### src/rtl/iralu_pkg.sv
// ----------------------------------------------------------------------------
// iralu_pkg
// Types, codes and helper functions of the integer ALU core.
// ----------------------------------------------------------------------------
package iralu_pkg;

    localparam int DATA_WIDTH_DEF  = 64;
    localparam int QUEUE_DEPTH_DEF = 2;

    localparam logic [63:0] LOW32_MASK = 64'h0000_0000_FFFF_FFFF;

    typedef enum logic [4:0] {
        OP_MOVE, OP_ADD, OP_SUB, OP_XOR, OP_AND, OP_OR, OP_SHL, OP_UCARRY,
        OP_SCARRY, OP_TRUNC, OP_PARITY, OP_EQ, OP_NOT, OP_NEG, OP_SHR, OP_SAR,
        OP_ULESS, OP_SLESS, OP_CJUMP, OP_SEXT, OP_ZEXT, OP_SMUL, OP_SMULOVF,
        OP_UMUL, OP_UDIV, OP_SDIV, OP_SREM, OP_WDIV, OP_WREM, OP_UREM,
        OP_CNEG, OP_WMUL
    } op_e;

    typedef enum logic [2:0] {
        ST_OK    = 3'd0,
        ST_SIZE  = 3'd1,
        ST_DIV0  = 3'd2,
        ST_COND  = 3'd3,
        ST_BADOP = 3'd4
    } status_e;

    typedef enum logic [1:0] {
        K_SIMPLE,
        K_MUL,
        K_DIV
    } kind_e;

    typedef enum logic [1:0] {
        BE_IDLE,
        BE_MUL,
        BE_DIV
    } be_state_e;

    typedef struct packed {
        logic [4:0]  action;
        logic [1:0]  src_size;
        logic [1:0]  dst_size;
        logic [63:0] operand_a;
        logic [63:0] operand_b;
        logic [63:0] operand_c;
    } in_t;

    typedef struct packed {
        logic [63:0] result_value;
        logic [63:0] result_upper;
        logic        take_jump;
        logic [2:0]  status;
    } out_t;

    // Classified word as it travels from front to back
    typedef struct packed {
        op_e         op;
        logic [1:0]  ss;
        logic [1:0]  ds;
        status_e     st;
        kind_e       kind;
        logic [63:0] a;
        logic [63:0] b;
        logic [63:0] c;
        logic [63:0] sa;
        logic [63:0] sb;
    } dec_t;

    typedef struct packed {
        logic start;
        logic ack;
    } unit_ctl_t;

    typedef struct packed {
        logic        done;
        logic [63:0] value;
        logic [63:0] high;
    } unit_res_t;

    function automatic logic [63:0] size_mask(input logic [1:0] s);
        logic [63:0] m;
        case (s)
            2'd0:    m = 64'h0000_0000_0000_00FF;
            2'd1:    m = 64'h0000_0000_0000_FFFF;
            2'd2:    m = 64'h0000_0000_FFFF_FFFF;
            default: m = 64'hFFFF_FFFF_FFFF_FFFF;
        endcase
        return m;
    endfunction

    function automatic logic size_msb(input logic [63:0] v, input logic [1:0] s);
        logic bit_v;
        case (s)
            2'd0:    bit_v = v[7];
            2'd1:    bit_v = v[15];
            2'd2:    bit_v = v[31];
            default: bit_v = v[63];
        endcase
        return bit_v;
    endfunction

    function automatic logic [63:0] sign_ext(input logic [63:0] v, input logic [1:0] s);
        logic [63:0] m;
        m = size_mask(s);
        return size_msb(v, s) ? ((v & m) | ~m) : (v & m);
    endfunction

endpackage

### src/rtl/iralu_fifo.sv
// ----------------------------------------------------------------------------
// iralu_fifo
// Short queue of classified words between front and back.
// ----------------------------------------------------------------------------
module iralu_fifo #(
    parameter int DEPTH = iralu_pkg::QUEUE_DEPTH_DEF
) (
    input  logic            aclk,
    input  logic            aresetn,
    input  logic            push,
    input  iralu_pkg::dec_t din,
    input  logic            pop,
    output iralu_pkg::dec_t dout,
    output logic            full,
    output logic            empty
);
    localparam int PTR_W = $clog2(DEPTH);
    localparam int CNT_W = $clog2(DEPTH + 1);
    localparam logic [PTR_W-1:0] LAST = PTR_W'(DEPTH - 1);
    localparam logic [CNT_W-1:0] FULL_CNT = CNT_W'(DEPTH);

    iralu_pkg::dec_t  mem_reg [DEPTH];
    logic [PTR_W-1:0] wr_ptr_reg, rd_ptr_reg;
    logic [CNT_W-1:0] count_reg;

    assign dout  = mem_reg[rd_ptr_reg];
    assign full  = (count_reg == FULL_CNT);
    assign empty = (count_reg == '0);

    always_ff @(posedge aclk) begin
        if (!aresetn) begin
            wr_ptr_reg <= '0;
            rd_ptr_reg <= '0;
            count_reg  <= '0;
        end else begin
            if (push) begin
                wr_ptr_reg <= (wr_ptr_reg == LAST) ? '0 : wr_ptr_reg + 1'b1;
            end
            if (pop) begin
                rd_ptr_reg <= (rd_ptr_reg == LAST) ? '0 : rd_ptr_reg + 1'b1;
            end
            if (push && !pop) begin
                count_reg <= count_reg + 1'b1;
            end else if (pop && !push) begin
                count_reg <= count_reg - 1'b1;
            end
        end
    end

    always_ff @(posedge aclk) begin
        if (push) begin
            mem_reg[wr_ptr_reg] <= din;
        end
    end

endmodule

### config.mk
export PLATFORM = sky130hd
export DESIGN_NAME = iralu_fifo
export DESIGN_NICKNAME = d
export VERILOG_FILES = /design/src/rtl/iralu_pkg.sv /design/src/rtl/iralu_fifo.sv
export SDC_FILE = /design/constraint.sdc
export NUM_CORES = 1
export LEC_CHECK = 0
export BUFFER_PORTS_ARGS = -buffer_cell sky130_fd_sc_hd__buf_4
export CAP_MARGIN = 15
export CELL_PAD_IN_SITES_DETAIL_PLACEMENT = 0
export CELL_PAD_IN_SITES_GLOBAL_PLACEMENT = 2
export CORE_ASPECT_RATIO = 0.5
export CORE_MARGIN = 1.5
export CORE_UTILIZATION = 33
export DETAILED_ROUTE_END_ITERATION = 10
export PLACE_DENSITY = 0.7
export SYNTH_ARGS = -nofsm -noshare
export SYNTH_HDL_FRONTEND = slang
export SYNTH_SLANG_ARGS = --single-unit
### constraint.sdc
create_clock -name aclk -period 17.7 [get_ports aclk]
set_input_delay 3.54 -clock aclk [delete_from_list [all_inputs] [get_ports aclk]]
set_output_delay 3.54 -clock aclk [all_outputs]
set_load 0.01 [all_outputs]
==> results of run 1 <==
-- critical path: cells and delay by family, from the launching register on --
| kind | cells | cell delay [ps] |
|---|---|---|
| buffers and inverters | 3 | 1710 |
| DFF | 1 | 910 |
| muxes | 1 | 390 |
-- metal layers --
layer,vias to the layer above,track usage
met3,83,0.0344
met1,6443,0.166
met4,4,0.0464
li1,5684,-
met2,171,0.333
met5,-,0
-- area by class of cell --
| class | count | share of cell area |
|---|---|---|
| Clock inverter | 34 | 0.00786 |
| Tap cell | 1022 | 0.0381 |
| Clock buffer | 85 | 0.0545 |
| Multi-Input combinational cell | 350 | 0.145 |
| Inverter | 1 | 0.000112 |
| Antenna cell | 6 | 0.000447 |
| Sequential cell | 673 | 0.600 |
| Timing Repair Buffer | 686 | 0.154 |
-- cell usage in the layout, fill, tap and decap left out --
cell | synthesis | routed
buf_4 | 0 | 684
edfxtp_1 | 668 | 668
mux2_4 | 260 | 260
mux2_2 | 74 | 74
clkbuf_16 | 0 | 71
clkinv_1 | 0 | 17
clkbuf_1 | 0 | 14
clkinv_2 | 0 | 8
diode_2 | 0 | 6
bufinv_16 | 0 | 4
dfxtp_1 | 5 | 4
and2_1 | 4 | 3
clkinvlp_4 | 0 | 3
nor2b_1 | 3 | 2
xor2_1 | 2 | 2
buf_12 | 0 | 2
nor2_1 | 1 | 1
inv_1 | 1 | 1
and2_4 | 0 | 1
nor2b_4 | 0 | 1
xnor2_1 | 1 | 1
o21a_1 | 1 | 1
o21ai_0 | 1 | 1
or3_1 | 1 | 1
a21boi_0 | 1 | 1
ha_1 | 1 | 1
dfxtp_4 | 0 | 1
clkinv_4 | 0 | 1
inv_6 | 0 | 1
-- cells by family after synthesis --
kind of cell    Yosys count  share of synthesized area
simple gates              9                    0.00212
fa+ha+maj                 1                   0.000493
xor+xnor                  3                    0.00104
compound gates            3                   0.000789
buf+inv                  38                     0.0148
flops                   673                      0.794
mux                     334                      0.187
-- through the flow --
step	util	hold slack (ps)
5_1_grt	0.444	548
6_report	0.444	525
2_1_floorplan	-	473
3_5_place_dp	0.416	529
3_3_place_gp	0.416	504
4_1_cts	0.444	531
-- worst paths after layout --
path / start / end / slack, ps / cells past startpoint
min reg2reg: count_reg[1]$_SDFFE_PN0P_ / count_reg[1]$_SDFFE_PN0P_ / 530 / 2
min: count_reg[1]$_SDFFE_PN0P_ / count_reg[1]$_SDFFE_PN0P_ / 530 / 2
max: register / dout[155] / 10120 / 4
max reg2reg: wr_ptr_reg$_SDFFE_PN0P_ / mem_reg[1][281]$_DFFE_PP_ / 13590 / 4
-- report_power, final --
group	internal, mW	total (mW)	switching (mW)
clock	0.789	1.39	0.597
sequential	1.84	1.87	0.0233
combinational	0.264	0.486	0.221
total	2.90	3.74	0.841
==> parameters.txt, run 1 <==
Parameter                              Value

Timing
  Remaining max-slew budget at the tightest pin ... 0.229
  Max Fclk ... 0.132 GHz
  Period utilisation layout ... 0.428
  Final setup skew ... 17.6 ps
  Actual slew at the worst max-slew pin ... 1160 ps
  RSZ-0062 raised after global routing ... false
  Number of pins with negative max-slew slack in the final report ... 0
  Final setup fails ... 0
  Final total negative setup slack ... 0 ps
  Final hold vios ... 0
  Slack of the critical path ... 10120 ps
  Final min period ... 7580 ps

Global routing
  Number of global-route vias before repair ... 12800
  All-Layer GR Usage ... 0.163
  Number of antenna violations at the first check in global routing ... 9
  Wire length of the first global-routing pass ... 90.6 mm
  Maximum number of pins on one net before global-route repair ... 156
  Congestion Overflow GR ... 0

Power
  Tot Pwr ... 3.74 mW
  Worst-case vdd ir drop ... 0.0000793 V
  LEAKAGE ... 12.9 nW
  Power density over cell area ... 111 nW/um^2

Detailed routing
  Met1 wire length ... 22.9 mm
  DRC violations left ... 0
  Per-cell via count in the routed design ... 4.33
  Average wire per cell in the routed design ... 23.3 um
  Uppermost routed layer ... met5
  Met2 wire length ... 40.4 mm
  Initial DRT Pass Iterations ... 4
  DRT antenna net count ... 0
  Detailed-routed wire length on met3 ... 2.02 mm
  Via count ... 12400
  DRC violation total after the first TritonRoute iteration ... 648
  Routed WL ... 66.7 mm

Synth
  Primary flip-flop cell chosen by synthesis mapping ... edfxtp_1
  Area of the mapped netlist ... 25400 um^2
  Cell types with the largest area share after synthesis ... edfxtp_1 (79%), mux2_4 (15%), mux2_2 (3.3%), buf_6 (1.3%), dfxtp_1 (0.39%)
  Syn Nets ... 1400
  Sequential cell area fraction in the yosys report ... 0.794
  Async set-or-reset flop fraction in the synthesized netlist ... 0
  Cell count after synthesis ... 1061
  Yosys synthesis warning count ... 0
  Average size of a mapped cell ... 23.9 um^2
  Area fraction of the dominant cell type after synthesis ... 0.790
  Yosys top cell by area ... edfxtp_1
  Number of flip-flops and latches in the synthesized netlist ... 673
  Synth top cells by count ... edfxtp_1 (668), mux2_4 (260), mux2_2 (74), buf_6 (30), buf_2 (7)
  Most common cell in the netlist ... edfxtp_1
  Number of enable flip-flop cells after synthesis ... 668
  Synth unique cells ... 17

Cells and area
  Layout cell share with drive strength beyond 1 ... 0.607
  Area overhead of the layout relative to synthesis ... 32.3%
  Design Area, Final ... 33600 um^2
  Filler Cells Inserted ... 6633
  FF+latch area ... 20200 um^2
  Number of nets in the final layout ... 2118
  Non-filler instance count after layout ... 2857
  Flip-flop count of the largest register, all copies and words added ... 668
  Multi-input gate area in the final layout ... 4860 um^2

Placement
  Detailed Place HPWL ... 46.9 mm
  Post-Place Worst Slack ... 10240 ps
  Area post-placement ... 31500 um^2
  Port Buffers ... 673
  Placer's final routability congestion estimate ... 0.846
  Placed Cells incl. Taps ... 2732

Worst setup path
  Worst-path maximum fanout ... 119
  Kind of start point of the critical path ... register
  Critical path arrival ... 4040 ps
  CP max-delay cell ... dfxtp_4
  WS Path Type ... register to output pin
  Maximum cell stage delay along the critical path ... 910 ps
  Critical Path, Cell by Cell ... buf_4, buf_12, mux2_4, buf_4
  Most used cell, CP ... buf_4
  Crit end category ... output pin
  Worst endpoint required time ... 14160 ps

Clock network
  Setup Fix Bufs, Post-CTS ... 0
  Hold buffer count at cts ... 0
  Clock sinks ... 673
  Total CTS buffers ... 67
  Clock latency of the later-clocked register in the worst-skew pair ... 620 ps
  CTS tree ... yes
  CTS Root Buffer Type ... clkbuf_16
  Clock buffer depth ... 3
  Number of levels the H-tree was split into ... 3
  Clock-pin slew reported for the worst setup and hold paths after clock tree synthesis ... 60 ps
  Post-CTS resize count ... 0

Floorplanning
  Number of placed I/O pins ... 674
  Initial Utilization ... 0.336
  Area of the die ... 78700 um^2
  Total core area ... 75600 um^2
  Num rows ... 71
  Die width ... 395 um
  Y dimension of the die ... 199 um

Flow run
  Number of max-capacitance violations reported ... 0

Worst hold path
  Class of the most critical hold timing path ... register to register

Status
  Run status ... finished clean
Note: power is estimated with default switching activity, not from simulation.
==> inputs of run 2 (changes only) <==
==> constraint.sdc (replaced) <==
create_clock -name aclk -period 6.8 [get_ports aclk]
set_input_delay 1.36 -clock aclk [delete_from_list [all_inputs] [get_ports aclk]]
set_output_delay 1.36 -clock aclk [all_outputs]
set_load 0.01 [all_outputs]
==> run 2 against run 1 <==
  * Clock skew rose by 5.2 ps
  * Non-clock buffer count fell by 2
  * Largest power group unchanged
  * Critical path depth fell by 1
  * Clock-buffer cell count fell by 5
  * Power rose to 2.6 times the previous value
  * Register-to-register slack got worse by 9200 ps
  * Cell count barely moved
  * Via count rose by 0.34%
  * Sequential power rose to 2.6 times the previous value
  * Wire length rose by 1.3%
  * Design area barely moved
  * Setup slack got worse by 7500 ps
==> parameters.txt, run 2 (synthesis gave the netlist of run 1 again) <==
Parameter                              Value

Global routing
  Congestion Overflow GR ... 0
  Number of antenna violations at the first check in global routing ... 13
  Maximum number of pins on one net before global-route repair ... 139
  Wire length of the first global-routing pass ... 90.0 mm
  All-Layer GR Usage ... 0.163
  Number of global-route vias before repair ... 12700

Timing
  Final total negative setup slack ... 0 ps
  Period utilisation layout ... 0.620
  RSZ-0062 raised after global routing ... false
  Remaining max-slew budget at the tightest pin ... 0.256
  Final setup fails ... 0
  Number of pins with negative max-slew slack in the final report ... 0
  Final hold slack ... 513 ps
  Max Fclk ... 0.237 GHz
  Final setup skew ... 22.9 ps
  Final min period ... 4220 ps
  Actual slew at the worst max-slew pin ... 1120 ps
  Final hold vios ... 0

Detailed routing
  Average wire per cell in the routed design ... 23.6 um
  DRT antenna net count ... 0
  Detailed-routed wire length on met3 ... 2.65 mm
  Per-cell via count in the routed design ... 4.35
  Routed WL ... 67.5 mm
  Met2 wire length ... 39.9 mm
  Via count ... 12400
  DRC violation total after the first TritonRoute iteration ... 619
  Uppermost routed layer ... met5
  Initial DRT Pass Iterations ... 6
  DRC violations left ... 0
  Met1 wire length ... 23.0 mm

Worst setup path
  Critical path arrival ... 2860 ps
  Capture instance of the worst register-to-register path ... mem_reg[0][190]$_DFFE_PP_
  Critical Path, Cell by Cell ... buf_12, mux2_4, buf_4
  Flop-to-flop setup slack ... 4390 ps
  Number of buffer and inverter stages on the critical path ... 2
  Kind of start point of the critical path ... register
  Depth of the most critical reg-to-reg path ... 3
  Crit end category ... output pin
  Worst endpoint required time ... 5440 ps
  Worst-path maximum fanout ... 101
  Worst reg2reg startpoint ... wr_ptr_reg$_SDFFE_PN0P_
  Top cell family by delay on the critical path ... flip-flops
  WS Path Type ... register to output pin
  Maximum cell stage delay along the critical path ... 830 ps
  CP max-delay cell ... dfxtp_4

Placement
  Detailed Place HPWL ... 47.7 mm
  Port Buffers ... 673
  Placer's final routability congestion estimate ... 0.846
  Area post-placement ... 31500 um^2

Cells and area
  Flip-flop count of the largest register, all copies and words added ... 668
  Layout cell share with drive strength beyond 1 ... 0.608
  FF+latch area ... 20200 um^2
  Multi-input gate area in the final layout ... 4860 um^2
  Design Area, Final ... 33600 um^2
  Filler Cells Inserted ... 6603
  Share of the core filled with cells in the final layout ... 0.445
  Area overhead of the layout relative to synthesis ... 32.4%
  Most common library cell in the layout ignoring fill and taps ... buf_4
  Commonest cells after routing, fill and taps aside ... buf_4 (677), edfxtp_1 (668), mux2_4 (260)
  Number of nets in the final layout ... 2116

Floorplanning
  Y dimension of the die ... 199 um
  Die width ... 395 um
  Total core area ... 75600 um^2
  Num rows ... 71
  Initial Utilization ... 0.336
  Area of the die ... 78700 um^2
  Number of placed I/O pins ... 674

Worst hold path
  Worst hold path depth ... 2
  Class of the most critical hold timing path ... register to register
  Hold Startpoint ... count_reg[1]$_SDFFE_PN0P_
  Endpoint of the worst hold-timing path ... count_reg[1]$_SDFFE_PN0P_

Power
  Tot Pwr ... 9.69 mW
  LEAKAGE ... 12.9 nW
  Worst-case vdd ir drop ... 0.000182 V
  Power density over cell area ... 288 nW/um^2

Clock network
  Clock-pin slew reported for the worst setup and hold paths after clock tree synthesis ... 60 ps
  Clock sinks ... 673
  Clock latency of the later-clocked register in the worst-skew pair ... 610 ps
  Number of levels the H-tree was split into ... 3
  CTS Root Buffer Type ... clkbuf_16
  CTS tree ... yes
  Total CTS buffers ... 67
  Clock buffer depth ... 3
  Hold buffer count at cts ... 0
  Post-CTS resize count ... 0
  Setup Fix Bufs, Post-CTS ... 0

Flow run
  Number of max-capacitance violations reported ... 0

Status
  Run status ... finished clean
[run 2: report_power, final]
group | leakage (nW) | total [mW] | internal (mW) | switching, mW
clock | 1.01 | 3.56 | 2.01 | 1.56
combinational | 5.60 | 1.27 | 0.688 | 0.581
sequential | 6.31 | 4.86 | 4.80 | 0.0591
[run 2: layout make-up]
type | count | area share
clock buffers | 80 | 0.0526
clock inverters | 39 | 0.00875
inverters | 1 | 0.000112
multi-input cells | 350 | 0.145
repair buffers | 684 | 0.155
diodes | 9 | 0.000670
flip-flops and latches | 673 | 0.600
well taps | 1022 | 0.0380
[run 2: worst max path at each step]
stage | endpoint | cells past startpoint
6_report | dout[260] | 3
5_1_grt | dout[260] | 3
4_1_cts | dout[260] | 3
3_5_place_dp | mem_reg[0][154]$_DFFE_PP_ | 4
3_3_place_gp | mem_reg[0][153]$_DFFE_PP_ | 4
2_1_floorplan | mem_reg[0][0]$_DFFE_PP_ | 1
[run 2: per-stage QoR]
| stage | setup WS, ps | std cells |
|---|---|---|
| 6_report | 2580 | 2858 |
| 3_3_place_gp | 3210 | 2730 |
| 3_5_place_dp | 3170 | 2730 |
| 5_1_grt | 2450 | 2858 |
| 4_1_cts | 2520 | 2849 |
| 2_1_floorplan | 3.99 | 1061 |
[run 2: metal layers]
| layer | track usage | up-vias |
|---|---|---|
| met1 | 0.167 | 6423 |
| met3 | 0.0445 | 100 |
| met2 | 0.316 | 201 |
| met5 | 0.00616 | - |
| li1 | - | 5693 |
| met4 | 0.0620 | 10 |
[run 2: worst reg2reg max path, cell delays in order (launching register included)]
cell     delay [ps]
dfxtp_1         340
nor2b_4         390
buf_4           520
buf_4           720
