<file path="config.mk">
export PLATFORM = sky130hd
export DESIGN_NAME = iralu_front
export DESIGN_NICKNAME = d
export VERILOG_FILES = /design/src/rtl/iralu_pkg.sv /design/src/rtl/iralu_front.sv
export SDC_FILE = /design/constraint.sdc
export NUM_CORES = 1
export LEC_CHECK = 0
export BUFFER_PORTS_ARGS = -buffer_cell sky130_fd_sc_hd__buf_2
export CAP_MARGIN = 20
export CORE_AREA = 2 2 209 211
export DETAILED_ROUTE_END_ITERATION = 12
export DIE_AREA = 0 0 211 213
export PLACE_DENSITY = 0.36
export SYNTH_ARGS = -nofsm -noshare
export SYNTH_HDL_FRONTEND = slang
export SYNTH_SLANG_ARGS = --single-unit
export TNS_END_PERCENT = 5
</file>
<file path="constraint.sdc">
create_clock -name vclk -period 3.9
set_input_delay 0.195 -clock vclk [all_inputs]
set_output_delay 0.195 -clock vclk [all_outputs]
set_load 0.03 [all_outputs]
</file>
<file path="src/rtl/iralu_pkg.sv">
// ----------------------------------------------------------------------------
// iralu_pkg
// Types, codes and helper functions of the integer ALU core.
// ----------------------------------------------------------------------------
package iralu_pkg;

    localparam int DATA_WIDTH_DEF  = 64;
    localparam int QUEUE_DEPTH_DEF = 2;

    localparam logic [63:0] LOW32_MASK = 64'h0000_0000_FFFF_FFFF;

    typedef enum logic [4:0] {
        OP_MOVE, OP_ADD, OP_SUB, OP_XOR, OP_AND, OP_OR, OP_SHL, OP_UCARRY,
        OP_SCARRY, OP_TRUNC, OP_PARITY, OP_EQ, OP_NOT, OP_NEG, OP_SHR, OP_SAR,
        OP_ULESS, OP_SLESS, OP_CJUMP, OP_SEXT, OP_ZEXT, OP_SMUL, OP_SMULOVF,
        OP_UMUL, OP_UDIV, OP_SDIV, OP_SREM, OP_WDIV, OP_WREM, OP_UREM,
        OP_CNEG, OP_WMUL
    } op_e;

    typedef enum logic [2:0] {
        ST_OK    = 3'd0,
        ST_SIZE  = 3'd1,
        ST_DIV0  = 3'd2,
        ST_COND  = 3'd3,
        ST_BADOP = 3'd4
    } status_e;

    typedef enum logic [1:0] {
        K_SIMPLE,
        K_MUL,
        K_DIV
    } kind_e;

    typedef enum logic [1:0] {
        BE_IDLE,
        BE_MUL,
        BE_DIV
    } be_state_e;

    typedef struct packed {
        logic [4:0]  action;
        logic [1:0]  src_size;
        logic [1:0]  dst_size;
        logic [63:0] operand_a;
        logic [63:0] operand_b;
        logic [63:0] operand_c;
    } in_t;

    typedef struct packed {
        logic [63:0] result_value;
        logic [63:0] result_upper;
        logic        take_jump;
        logic [2:0]  status;
    } out_t;

    // Classified word as it travels from front to back
    typedef struct packed {
        op_e         op;
        logic [1:0]  ss;
        logic [1:0]  ds;
        status_e     st;
        kind_e       kind;
        logic [63:0] a;
        logic [63:0] b;
        logic [63:0] c;
        logic [63:0] sa;
        logic [63:0] sb;
    } dec_t;

    typedef struct packed {
        logic start;
        logic ack;
    } unit_ctl_t;

    typedef struct packed {
        logic        done;
        logic [63:0] value;
        logic [63:0] high;
    } unit_res_t;

    function automatic logic [63:0] size_mask(input logic [1:0] s);
        logic [63:0] m;
        case (s)
            2'd0:    m = 64'h0000_0000_0000_00FF;
            2'd1:    m = 64'h0000_0000_0000_FFFF;
            2'd2:    m = 64'h0000_0000_FFFF_FFFF;
            default: m = 64'hFFFF_FFFF_FFFF_FFFF;
        endcase
        return m;
    endfunction

    function automatic logic size_msb(input logic [63:0] v, input logic [1:0] s);
        logic bit_v;
        case (s)
            2'd0:    bit_v = v[7];
            2'd1:    bit_v = v[15];
            2'd2:    bit_v = v[31];
            default: bit_v = v[63];
        endcase
        return bit_v;
    endfunction

    function automatic logic [63:0] sign_ext(input logic [63:0] v, input logic [1:0] s);
        logic [63:0] m;
        m = size_mask(s);
        return size_msb(v, s) ? ((v & m) | ~m) : (v & m);
    endfunction

endpackage

</file>
<file path="src/rtl/iralu_front.sv">
// ----------------------------------------------------------------------------
// iralu_front
// Accepts input words, masks operands and settles status and unit class.
// ----------------------------------------------------------------------------
module iralu_front #(
    parameter int DATA_WIDTH = iralu_pkg::DATA_WIDTH_DEF
) (
    input  logic            s_valid,
    output logic            s_ready,
    input  iralu_pkg::in_t  s_data,
    input  logic            q_full,
    output logic            q_push,
    output iralu_pkg::dec_t dec
);
    localparam logic [6:0] WLIM = 7'(DATA_WIDTH);

    logic [1:0]  ss, ds;
    logic [63:0] sm, a, b, c;
    logic [6:0]  ss_bits, ds_bits;
    logic        same, bool_dst;
    iralu_pkg::op_e     op;
    iralu_pkg::status_e st;
    iralu_pkg::kind_e   kind;

    assign s_ready = !q_full;
    assign q_push  = s_valid && !q_full;

    always_comb begin
        ss       = s_data.src_size;
        ds       = s_data.dst_size;
        op       = iralu_pkg::op_e'(s_data.action);
        sm       = iralu_pkg::size_mask(ss);
        a        = s_data.operand_a & sm;
        b        = s_data.operand_b & sm;
        c        = s_data.operand_c & sm;
        ss_bits  = 7'd8 << ss;
        ds_bits  = 7'd8 << ds;
        same     = (ds == ss);
        bool_dst = (ds == 2'd0);
        st       = iralu_pkg::ST_OK;
        kind     = iralu_pkg::K_SIMPLE;

        if (ss_bits > WLIM || ds_bits > WLIM) begin
            st = iralu_pkg::ST_SIZE;
        end else begin
            case (op)
                iralu_pkg::OP_UCARRY, iralu_pkg::OP_SCARRY, iralu_pkg::OP_PARITY,
                iralu_pkg::OP_EQ, iralu_pkg::OP_ULESS, iralu_pkg::OP_SLESS,
                iralu_pkg::OP_SMULOVF: begin
                    if (!bool_dst) begin
                        st = iralu_pkg::ST_SIZE;
                    end else if (op == iralu_pkg::OP_SMULOVF) begin
                        kind = iralu_pkg::K_MUL;
                    end
                end
                iralu_pkg::OP_TRUNC: begin
                    if (!(ds < ss)) st = iralu_pkg::ST_SIZE;
                end
                iralu_pkg::OP_SEXT, iralu_pkg::OP_ZEXT: begin
                    if (!(ds > ss)) st = iralu_pkg::ST_SIZE;
                end
                iralu_pkg::OP_CJUMP: begin
                    if (ss != 2'd0) st = iralu_pkg::ST_SIZE;
                    else if (a > 64'd1) st = iralu_pkg::ST_COND;
                end
                iralu_pkg::OP_CNEG: begin
                    if (ss != 2'd0 || ds != 2'd0) st = iralu_pkg::ST_SIZE;
                    else if (a > 64'd1) st = iralu_pkg::ST_COND;
                end
                iralu_pkg::OP_SMUL, iralu_pkg::OP_UMUL, iralu_pkg::OP_WMUL: begin
                    if (!same) st = iralu_pkg::ST_SIZE;
                    else kind = iralu_pkg::K_MUL;
                end
                iralu_pkg::OP_UDIV, iralu_pkg::OP_SDIV, iralu_pkg::OP_SREM,
                iralu_pkg::OP_UREM: begin
                    if (!same) st = iralu_pkg::ST_SIZE;
                    else if (b == 64'd0) st = iralu_pkg::ST_DIV0;
                    else kind = iralu_pkg::K_DIV;
                end
                iralu_pkg::OP_WDIV, iralu_pkg::OP_WREM: begin
                    if (!same) st = iralu_pkg::ST_SIZE;
                    else if (c == 64'd0) st = iralu_pkg::ST_DIV0;
                    else kind = iralu_pkg::K_DIV;
                end
                default: begin
                    if (!same) st = iralu_pkg::ST_SIZE;
                end
            endcase
        end

        dec.op   = op;
        dec.ss   = ss;
        dec.ds   = ds;
        dec.st   = st;
        dec.kind = kind;
        dec.a    = a;
        dec.b    = b;
        dec.c    = c;
        dec.sa   = iralu_pkg::sign_ext(a, ss);
        dec.sb   = iralu_pkg::sign_ext(b, ss);
    end

endmodule

</file>
==> qor.csv, run 1 <==
stage,metric,value,unit
yosys,mean post-synth cell area,5.68,um^2
grt,largest net degree at the start of global routing,105,
yosys,Cell variety after synth,42,
finish,fill count,5002,
die,core footprint,42700,um^2
worst_hold_path,hold wc startpoint,s_data[128],
power_and_ir_drop,cell area power density,182,nW/um^2
sta,f_max,0.360,GHz
finish,register area,0,um^2
worst_setup_path,"Data required, critical path",3700,ps
worst_hold_path,Hold Path Class,in2out,
yosys,Syn Inst Count,557,
die,die width,211,um
finish,Seq cells,0,
power_and_ir_drop,Max IR drop VDD,0.0000612,V
sta,actual slew at the worst max-slew pin,999,ps
status,status,finished clean,
sta,final setup violation count,0,
yosys,Post-Syn Area,3160,um^2
sta,clock period minus final worst setup slack,2780,ps
finish,layout cells sized above 1,0.549,
worst_setup_path,worst path arrival time,2590,ps
die,Ports,539,
power_and_ir_drop,power share of the combinational group,1.000,
clock_network,"Setup Fix Bufs, Post-CTS",0,
die,DIE AREA,44900,um^2
job,max_cap viols,0,
sta,fin. max-slew vios,0,
power_and_ir_drop,Clk pwr share,0,
place,Routability Congestion,0.811,
finish,CLK BUF,0,
die,Initial Utilization,0.0741,
grt,initial antenna violation count,2,
worst_setup_path,CP endpoint kind,primary output,
clock_network,hold bufs inserted after CTS,0,
routing,wire length per cell,16.3,um
power_and_ir_drop,Pint,0.000318,W
grt,first-pass GRT wire length,33000,um
grt,GRT overflow,0,
routing,total number of vias,5756,
worst_hold_path,Hold Crit Endpoint,dec[64],
yosys,"Seq/Total Area, Yosys",0,
worst_setup_path,Crit Path Max Fanout,2,
sta,period utilization,0.713,
finish,P&R area growth vs syn,92.0,%
power_and_ir_drop,P_sw,0.000787,W
yosys,Yosys Warn Count,0,
power_and_ir_drop,switching share of power,0.712,
sta,Final Hold Fails,0,
routing,Pre-antenna DRT Iters,6,
die,chip height,213,um
place,Port Buf Inserts,535,
sta,RSZ-0062 raised after global routing,no,
worst_setup_path,element type at the critical path start,input port,
sta,Slew HR,0.328,
power_and_ir_drop,Flop pwr share,0,
routing,number of routed nets with antenna violations,0,
routing,Initial DRC Count,197,
worst_hold_path,Hold Path Stages,0,
grt,vias in the first global route,5422,
routing,Via density,3.70,
yosys,Synth Net Count,762,
routing,final WL,25400,um
sta,setup TNS after final layout,0,ps
worst_setup_path,critical path type,in2out,
finish,nets@finish,1213,
clock_network,CTS resizes,0,
die,row count,76,
sta,final hold slack,390,ps
place,HPWL Detailed,22600,um
power_and_ir_drop,LEAKAGE,4.05,nW
grt,Total GRT Usage,0.0991,
routing,DR DRC count,0,
power groups by stage:
stage	combinational, W	sequential [W]	clock [W]
6_report	0.00111	0	0.0000000000394
2_1_floorplan	0.000719	0	0
3_3_place_gp	0.00112	0	0
3_5_place_dp	0.00112	0	0
4_1_cts	0.00112	0	0
5_1_grt	0.00118	0	0.0000000000373
layer usage:
| layer | global-route usage | part of all wire | up-vias |
|---|---|---|---|
| met5 | 0 | 0.00051 | - |
| met1 | 0.109 | 0.37 | 2576 |
| met3 | 0.00956 | 0.069 | 46 |
| met4 | 0.0483 | 0.056 | 2 |
| li1 | - | - | 2746 |
| met2 | 0.189 | 0.50 | 386 |
placed cells by master (no fill, tap or decap), types with 2 or more instances in the layout:
cell / synthesis / routed
and4_1: 2 / 2
a21oi_1: 9 / 7
a311oi_1: 2 / 2
or4_1: 6 / 6
buf_2: 4 / 534
o311ai_0: 2 / 2
and2_1: 37 / 37
buf_4: 50 / 8
nor3_1: 5 / 5
nor4_1: 35 / 35
or2_2: 4 / 4
diode_2: 0 / 2
nand2b_1: 80 / 80
ha_1: 2 / 2
inv_1: 41 / 41
nand2_1: 85 / 85
o21ai_0: 6 / 6
nand4_1: 6 / 6
nor2b_1: 5 / 5
nor2_1: 10 / 10
a31oi_1: 2 / 2
o2111ai_1: 2 / 2
nand3_1: 4 / 4
and3_1: 96 / 96
o41ai_1: 5 / 5
through the flow:
step            util  std cells  power (W)  cell area, um^2  setup WS [ps]
2_1_floorplan      -        557   0.000719             3160           1990
3_3_place_gp   0.142       1552    0.00112             6070            888
3_5_place_dp   0.142       1552    0.00112             6070            916
4_1_cts        0.142       1552    0.00112             6070            906
5_1_grt        0.142       1554    0.00118             6070            956
6_report       0.142       1554    0.00111             6070           1120
cells in the mapped netlist, drive strengths merged:
| cell type | n | area share |
|---|---|---|
| and2 | 37 | 0.073 |
| nand4 | 6 | 0.012 |
| nand4b | 1 | 0.0028 |
| nor4 | 35 | 0.069 |
| inv | 41 | 0.049 |
| a31oi | 2 | 0.0040 |
| o2bb2ai | 1 | 0.0028 |
| nand2 | 85 | 0.10 |
| ha | 2 | 0.0079 |
| a211oi | 1 | 0.0024 |
| nor2b | 5 | 0.0099 |
| o31ai | 1 | 0.0024 |
| o41ai | 5 | 0.014 |
| o22ai | 1 | 0.0020 |
| conb | 1 | 0.0012 |
| o311ai | 3 | 0.0083 |
| and3 | 96 | 0.19 |
| nor4b | 1 | 0.0047 |
| or4 | 7 | 0.018 |
| nor2 | 10 | 0.012 |
| a21oi | 9 | 0.014 |
| nor4bb | 1 | 0.0032 |
| or3 | 1 | 0.0020 |
| a31o | 1 | 0.0028 |
| a41oi | 1 | 0.0028 |
| buf | 54 | 0.12 |
| and4 | 2 | 0.0055 |
| a32oi | 1 | 0.0028 |
| o21ai | 6 | 0.0095 |
| nand2b | 80 | 0.16 |
| or2 | 4 | 0.0079 |
| clkbuf | 40 | 0.047 |
| nand3 | 4 | 0.0063 |
| xnor2 | 1 | 0.0028 |
| o2111ai | 2 | 0.0055 |
| and3b | 1 | 0.0028 |
| a311oi | 2 | 0.0055 |
| nor3 | 5 | 0.0079 |
| o221ai | 1 | 0.0028 |
cells by family (layout without fill, tap and decap cells):
logic type | Yosys count | after routing | synth area share
AO/OA/AOI/OAI | 37 | 37 | 0.0815
XOR/XNOR | 1 | 1 | 0.00277
adder cells (fa/ha/maj) | 2 | 2 | 0.00791
buffers and inverters | 135 | 584 | 0.221
other | 1 | 3 | 0.00119
AND/OR/NAND/NOR | 381 | 381 | 0.686
worst max-delay path by stage:
stage | start | to | slack (ps) | depth (start not counted)
final | s_data[62] | dec[323] | 1120 | 8
after global placement | s_data[48] | dec[323] | 890 | 7
after detailed placement | s_data[13] | dec[323] | 920 | 7
after CTS | s_data[13] | dec[323] | 910 | 7
after global routing | s_data[86] | dec[321] | 960 | 7
after floorplan | s_data[76] | dec[323] | 1990 | 5
cell type report:
type / instances / area (um^2) / share of cell area
diodes: 2 / 5.00 / 0.000824
inverters: 41 / 154 / 0.0253
multi-input cells: 422 / 2480 / 0.408
well taps: 546 / 683 / 0.112
repair buffers: 543 / 2750 / 0.453
critical path: stages:
cell      delay [ps]
buf_2            100
nor4_1           850
nand4_1          170
o311ai_0         370
buf_4            170
nand4b_1         190
o311ai_1         240
buf_2            280
Note: power is estimated with default switching activity, not from simulation.
==> run 2, diff against run 1 <==
Settings changed: PLACE_DENSITY 0.36 to 0.37.
Clock period 3.9 ns to 2.3 ns, I/O delays scaled along.
==> run 2 against run 1 <==
Core utilization rose by 0.48 points. Wire length rose by 7.6%. Worst setup slack got worse by 1000 ps. Via count rose by 2.2%. Die area did not move. Count of clock-buffer cells in the layout did not move. First-iteration DRC count rose by 41%. Critical path type unchanged. Largest power group unchanged.
==> qor.csv, run 2 (synthesized netlist as in run 1, its figures left out) <==
stage,metric,value,unit,change
routing,number of routed nets with antenna violations,0,,unchanged
worst_setup_path,"Data required, critical path",2180,ps,was 3700 ps
sta,final hold slack,230,ps,was 390 ps
power_and_ir_drop,LEAKAGE,4.17,nW,was 4.05 nW
worst_hold_path,Hold Path Stages,0,,unchanged
worst_setup_path,Crit Path Max Fanout,2,,unchanged
grt,Total GRT Usage,0.107,,was 0.0991
finish,Seq cells,0,,unchanged
status,status,finished clean,,unchanged
finish,fill count,5046,,was 5002
die,core footprint,42700,um^2,unchanged
worst_setup_path,element type at the critical path start,input port,,unchanged
die,chip height,213,um,unchanged
place,placed insts,1573,,was 1552
worst_setup_path,CP endpoint kind,primary output,,unchanged
grt,M1 GR Usage,0.117,,was 0.109
sta,period utilization,0.967,,
die,Ports,539,,unchanged
finish,"commonest cells after routing, fill and taps aside","buf_2, and3_1, nand2_1, nand2b_1, inv_1",,unchanged
sta,setup TNS after final layout,0,ps,unchanged
worst_hold_path,Hold Path Class,in2out,,unchanged
die,row count,76,,unchanged
job,max_cap viols,0,,unchanged
grt,vias in the first global route,5460,,was 5422
finish,"non-filler cells, final",1576,,was 1554
place,placed inst area,6240,um^2,was 6070 um^2
grt,grt met3 use,0.0178,,was 0.00956
worst_hold_path,hold wc startpoint,s_data[128],,unchanged
sta,Slew HR,0.606,,was 0.328
grt,initial antenna violation count,7,,was 2
routing,Pre-antenna DRT Iters,4,,was 6
sta,RSZ-0062 raised after global routing,no,,unchanged
routing,Via density,3.73,,was 3.70
power_and_ir_drop,cell area power density,306,nW/um^2,was 182 nW/um^2
sta,f_max,0.450,GHz,
routing,wire length per cell,17.3,um,was 16.3 um
finish,CLK BUF,0,,unchanged
place,Port Buf Inserts,535,,unchanged
finish,register area,0,um^2,unchanged
grt,GRT overflow,0,,unchanged
routing,DR DRC count,0,,unchanged
power_and_ir_drop,Max IR drop VDD,0.000103,V,was 0.0000612 V
sta,clock period minus final worst setup slack,2220,ps,
routing,final WL,27300,um,was 25400 um
worst_setup_path,worst path arrival time,2110,ps,was 2590 ps
grt,grt met2 use,0.211,,was 0.189
die,die width,211,um,unchanged
clock_network,hold bufs inserted after CTS,0,,unchanged
die,DIE AREA,44900,um^2,unchanged
sta,actual slew at the worst max-slew pin,585,ps,was 999 ps
finish,post-layout instance area,6280,um^2,was 6070 um^2
place,HPWL Detailed,24500,um,was 22600 um
routing,Initial DRC Count,277,,was 197
sta,fin. max-slew vios,0,,unchanged
clock_network,"Setup Fix Bufs, Post-CTS",0,,unchanged
worst_setup_path,CP Launch Point,s_data[101],,was s_data[62]
finish,"commonest non-fill, non-tap cell in the layout",buf_2,,unchanged
die,Initial Utilization,0.0741,,unchanged
grt,gr busiest metal,met2,,unchanged
finish,layout cells sized above 1,0.562,,was 0.549
finish,P&R area growth vs syn,98.5,%,was 92.0%
sta,Final Hold Fails,0,,unchanged
finish,nets@finish,1234,,was 1213
grt,largest net degree at the start of global routing,82,,was 105
sta,final setup violation count,0,,unchanged
grt,first-pass GRT wire length,35300,um,was 33000 um
place,Routability Congestion,0.802,,was 0.811
worst_setup_path,critical path type,in2out,,unchanged
routing,total number of vias,5883,,was 5756
-- run 2: per-stage QoR --
| stage | utilization | setup WS (ps) | power, W |
|---|---|---|---|
| global placement | 0.146 | -62.4 | 0.00194 |
| CTS | 0.146 | 3.64 | 0.00194 |
| floorplan | - | 550 | 0.00122 |
| detailed placement | 0.146 | -150 | 0.00193 |
| finish | 0.147 | 76.0 | 0.00192 |
| global route | 0.147 | 10.8 | 0.00204 |
-- run 2: worst paths after layout --
kind / slack (ps) / endpoint
max: 80 / dec[323]
min: 230 / dec[256]
-- run 2: repair_timing --
| item | CTS | global route |
|---|---|---|
| gates cloned | 0 | 0 |
| endpoints found under the setup margin | 1 | 2 |
| gates resized for setup | 2 | 3 |
-- run 2: where the power goes --
part | internal, W | total, W | switching, W
Clock | 0.000000000175 | 0.000000000175 | 0
Combinational | 0.000565 | 0.00192 | 0.00136
Sequential | 0 | 0 | 0
-- run 2: worst max-delay path: stages --
cell      delay [ps]
buf_2            110
nor4_1           500
and4_1           390
a311oi_1         190
or3_1            410
o311ai_1         120
buf_2            280
-- run 2: area by class of cell --
class	count	area, um^2	area share
Antenna cell	3	7.51	0.00120
Inverter	41	154	0.0245
Multi-Input combinational cell	422	2510	0.400
Tap cell	546	683	0.109
Timing Repair Buffer	564	2920	0.465
-- run 2: metal layers --
| metal | routed length, um | up-vias |
|---|---|---|
| li1 | - | 2793 |
| met2 | 14100 | 395 |
| met5 | 24 | - |
| met1 | 10000 | 2645 |
| met4 | 832 | 4 |
| met3 | 2290 | 46 |
==> run 3, diff against run 2 <==
Settings changed: CELL_PAD_IN_SITES_DETAIL_PLACEMENT set to 1, CELL_PAD_IN_SITES_GLOBAL_PLACEMENT set to 1, CORE_AREA 2 2 209 211 to 2 2 212 214, DIE_AREA 0 0 211 213 to 0 0 214 216, PLACE_DENSITY 0.37 to 0.53.
==> run 3 against run 2 <==
Critical path depth increased by 2. Worst hold slack about the same. Fmax increased by 3.7%. Sequential cell count unchanged. Final cell count increased by 2.7%. Core utilization decreased by 0.33 points. Combinational power about the same. Die area increased by 2.9%. Worst setup slack improved by 80 ps. Highest routed layer unchanged.
==> qor.csv, run 3 (synthesized netlist as in run 1, its figures left out) <==
stage,metric,value,unit,change
status,status,finished clean,,unchanged
place,Routability Congestion,0.963,,was 0.802
finish,layout cells sized above 1,0.559,,was 0.562
sta,RSZ-0062 raised after global routing,no,,unchanged
grt,GRT overflow,0,,unchanged
routing,final WL,29100,um,was 27300 um
routing,wire length per cell,18.0,um,was 17.3 um
finish,nets@finish,1233,,was 1234
clock_network,CTS resizes,2,,unchanged
worst_hold_path,hold wc startpoint,s_data[128],,unchanged
worst_setup_path,element type at the critical path start,input port,,unchanged
finish,P&R area growth vs syn,99.2,%,was 98.5%
finish,register area,0,um^2,unchanged
routing,Initial DRC Count,167,,was 277
worst_setup_path,critical path type,in2out,,unchanged
place,placed inst area,6290,um^2,was 6240 um^2
finish,"non-filler cells, final",1618,,was 1576
worst_setup_path,"Data required, critical path",2180,ps,about the same
sta,final setup violation count,0,,unchanged
die,row count,77,,was 76
finish,Seq cells,0,,unchanged
sta,fin. max-slew vios,0,,unchanged
finish,"commonest non-fill, non-tap cell in the layout",buf_2,,unchanged
sta,Slew HR,0.585,,was 0.606
sta,clock period minus final worst setup slack,2140,ps,was 2220 ps
finish,post-layout instance area,6300,um^2,was 6280 um^2
die,DIE AREA,46200,um^2,was 44900 um^2
finish,"commonest cells after routing, fill and taps aside","buf_2, and3_1, nand2_1, nand2b_1, inv_1",,unchanged
routing,total number of vias,5942,,was 5883
grt,grt met2 use,0.232,,was 0.211
routing,Pre-antenna DRT Iters,4,,unchanged
die,die width,214,um,was 211 um
routing,number of routed nets with antenna violations,0,,unchanged
worst_hold_path,Hold Path Class,in2out,,unchanged
sta,final hold slack,230,ps,about the same
job,max_cap viols,0,,unchanged
place,placed insts,1618,,was 1573
sta,actual slew at the worst max-slew pin,622,ps,was 585 ps
power_and_ir_drop,Total Power,0.00193,W,was 0.00192 W
sta,period utilization,0.932,,was 0.967
grt,gr busiest metal,met2,,unchanged
clock_network,hold bufs inserted after CTS,0,,unchanged
place,HPWL Detailed,25900,um,was 24500 um
power_and_ir_drop,cell area power density,307,nW/um^2,was 306 nW/um^2
die,Initial Utilization,0.0722,,was 0.0741
place,Port Buf Inserts,535,,unchanged
grt,Total GRT Usage,0.116,,was 0.107
finish,Ant. Diodes,0,,was 3
clock_network,"Setup Fix Bufs, Post-CTS",0,,unchanged
grt,initial antenna violation count,6,,was 7
finish,CLK BUF,0,,unchanged
power_and_ir_drop,LEAKAGE,4.15,nW,was 4.17 nW
grt,grt met3 use,0.0213,,was 0.0178
routing,DR DRC count,0,,unchanged
grt,vias in the first global route,6193,,was 5460
worst_setup_path,CP endpoint kind,primary output,,unchanged
worst_setup_path,worst path arrival time,2030,ps,was 2110 ps
power_and_ir_drop,Max IR drop VDD,0.0000700,V,was 0.000103 V
routing,Via density,3.67,,was 3.73
worst_hold_path,Hold Crit Endpoint,dec[256],,unchanged
sta,f_max,0.466,GHz,was 0.450 GHz
worst_hold_path,Hold Path Stages,0,,unchanged
worst_setup_path,Crit Path Max Fanout,2,,unchanged
grt,M1 GR Usage,0.130,,was 0.117
sta,Final Hold Fails,0,,unchanged
die,chip height,216,um,was 213 um
die,Ports,539,,unchanged
grt,first-pass GRT wire length,40900,um,was 35300 um
die,core footprint,43800,um^2,was 42700 um^2
grt,largest net degree at the start of global routing,82,,unchanged
==> run 3: power breakdown <==
part	internal [W]	switching, W	leakage [nW]
Clock	0	0	0
Combinational	0.000560	0.00137	4.15
Sequential	0	0	0
==> run 3: layout make-up <==
class | count | area, um^2
well taps | 592 | 741
multi-input cells | 422 | 2490
inverters | 41 | 154
repair buffers | 563 | 2920
fillers | 5587 | 37500
==> run 3: through the flow <==
step / worst slack [ps] / utilization / setup TNS [ps]
2_1_floorplan: 550 / - / 0
3_3_place_gp: -53.1 / 0.143 / -53.1
5_1_grt: 52.0 / 0.144 / 0
3_5_place_dp: -55.8 / 0.143 / -55.8
6_report: 156 / 0.144 / 0
4_1_cts: 19.3 / 0.144 / 0
==> run 3: worst max path at each step <==
stage / startpoint / endpoint / depth (start not counted)
6_report: s_data[61] / dec[323] / 9
4_1_cts: s_data[61] / dec[323] / 9
5_1_grt: s_data[109] / dec[323] / 7
3_5_place_dp: s_data[86] / dec[323] / 7
3_3_place_gp: s_data[109] / dec[323] / 7
2_1_floorplan: s_data[76] / dec[323] / 5
==> run 3: worst max-delay path: stages <==
cell and delay, ps:
buf_2 100, nor4_1 440, buf_4 200, a31oi_1 90, o41ai_2 370, buf_4 170
nand4b_1 140, o311ai_1 160, buf_4 240
==> run 3: layer usage <==
| layer | vias up | part of all wire |
|---|---|---|
| li1 | 2779 | - |
| met1 | 2775 | 0.38 |
| met2 | 361 | 0.54 |
| met3 | 25 | 0.071 |
| met4 | 2 | 0.010 |
| met5 | - | 0.00045 |
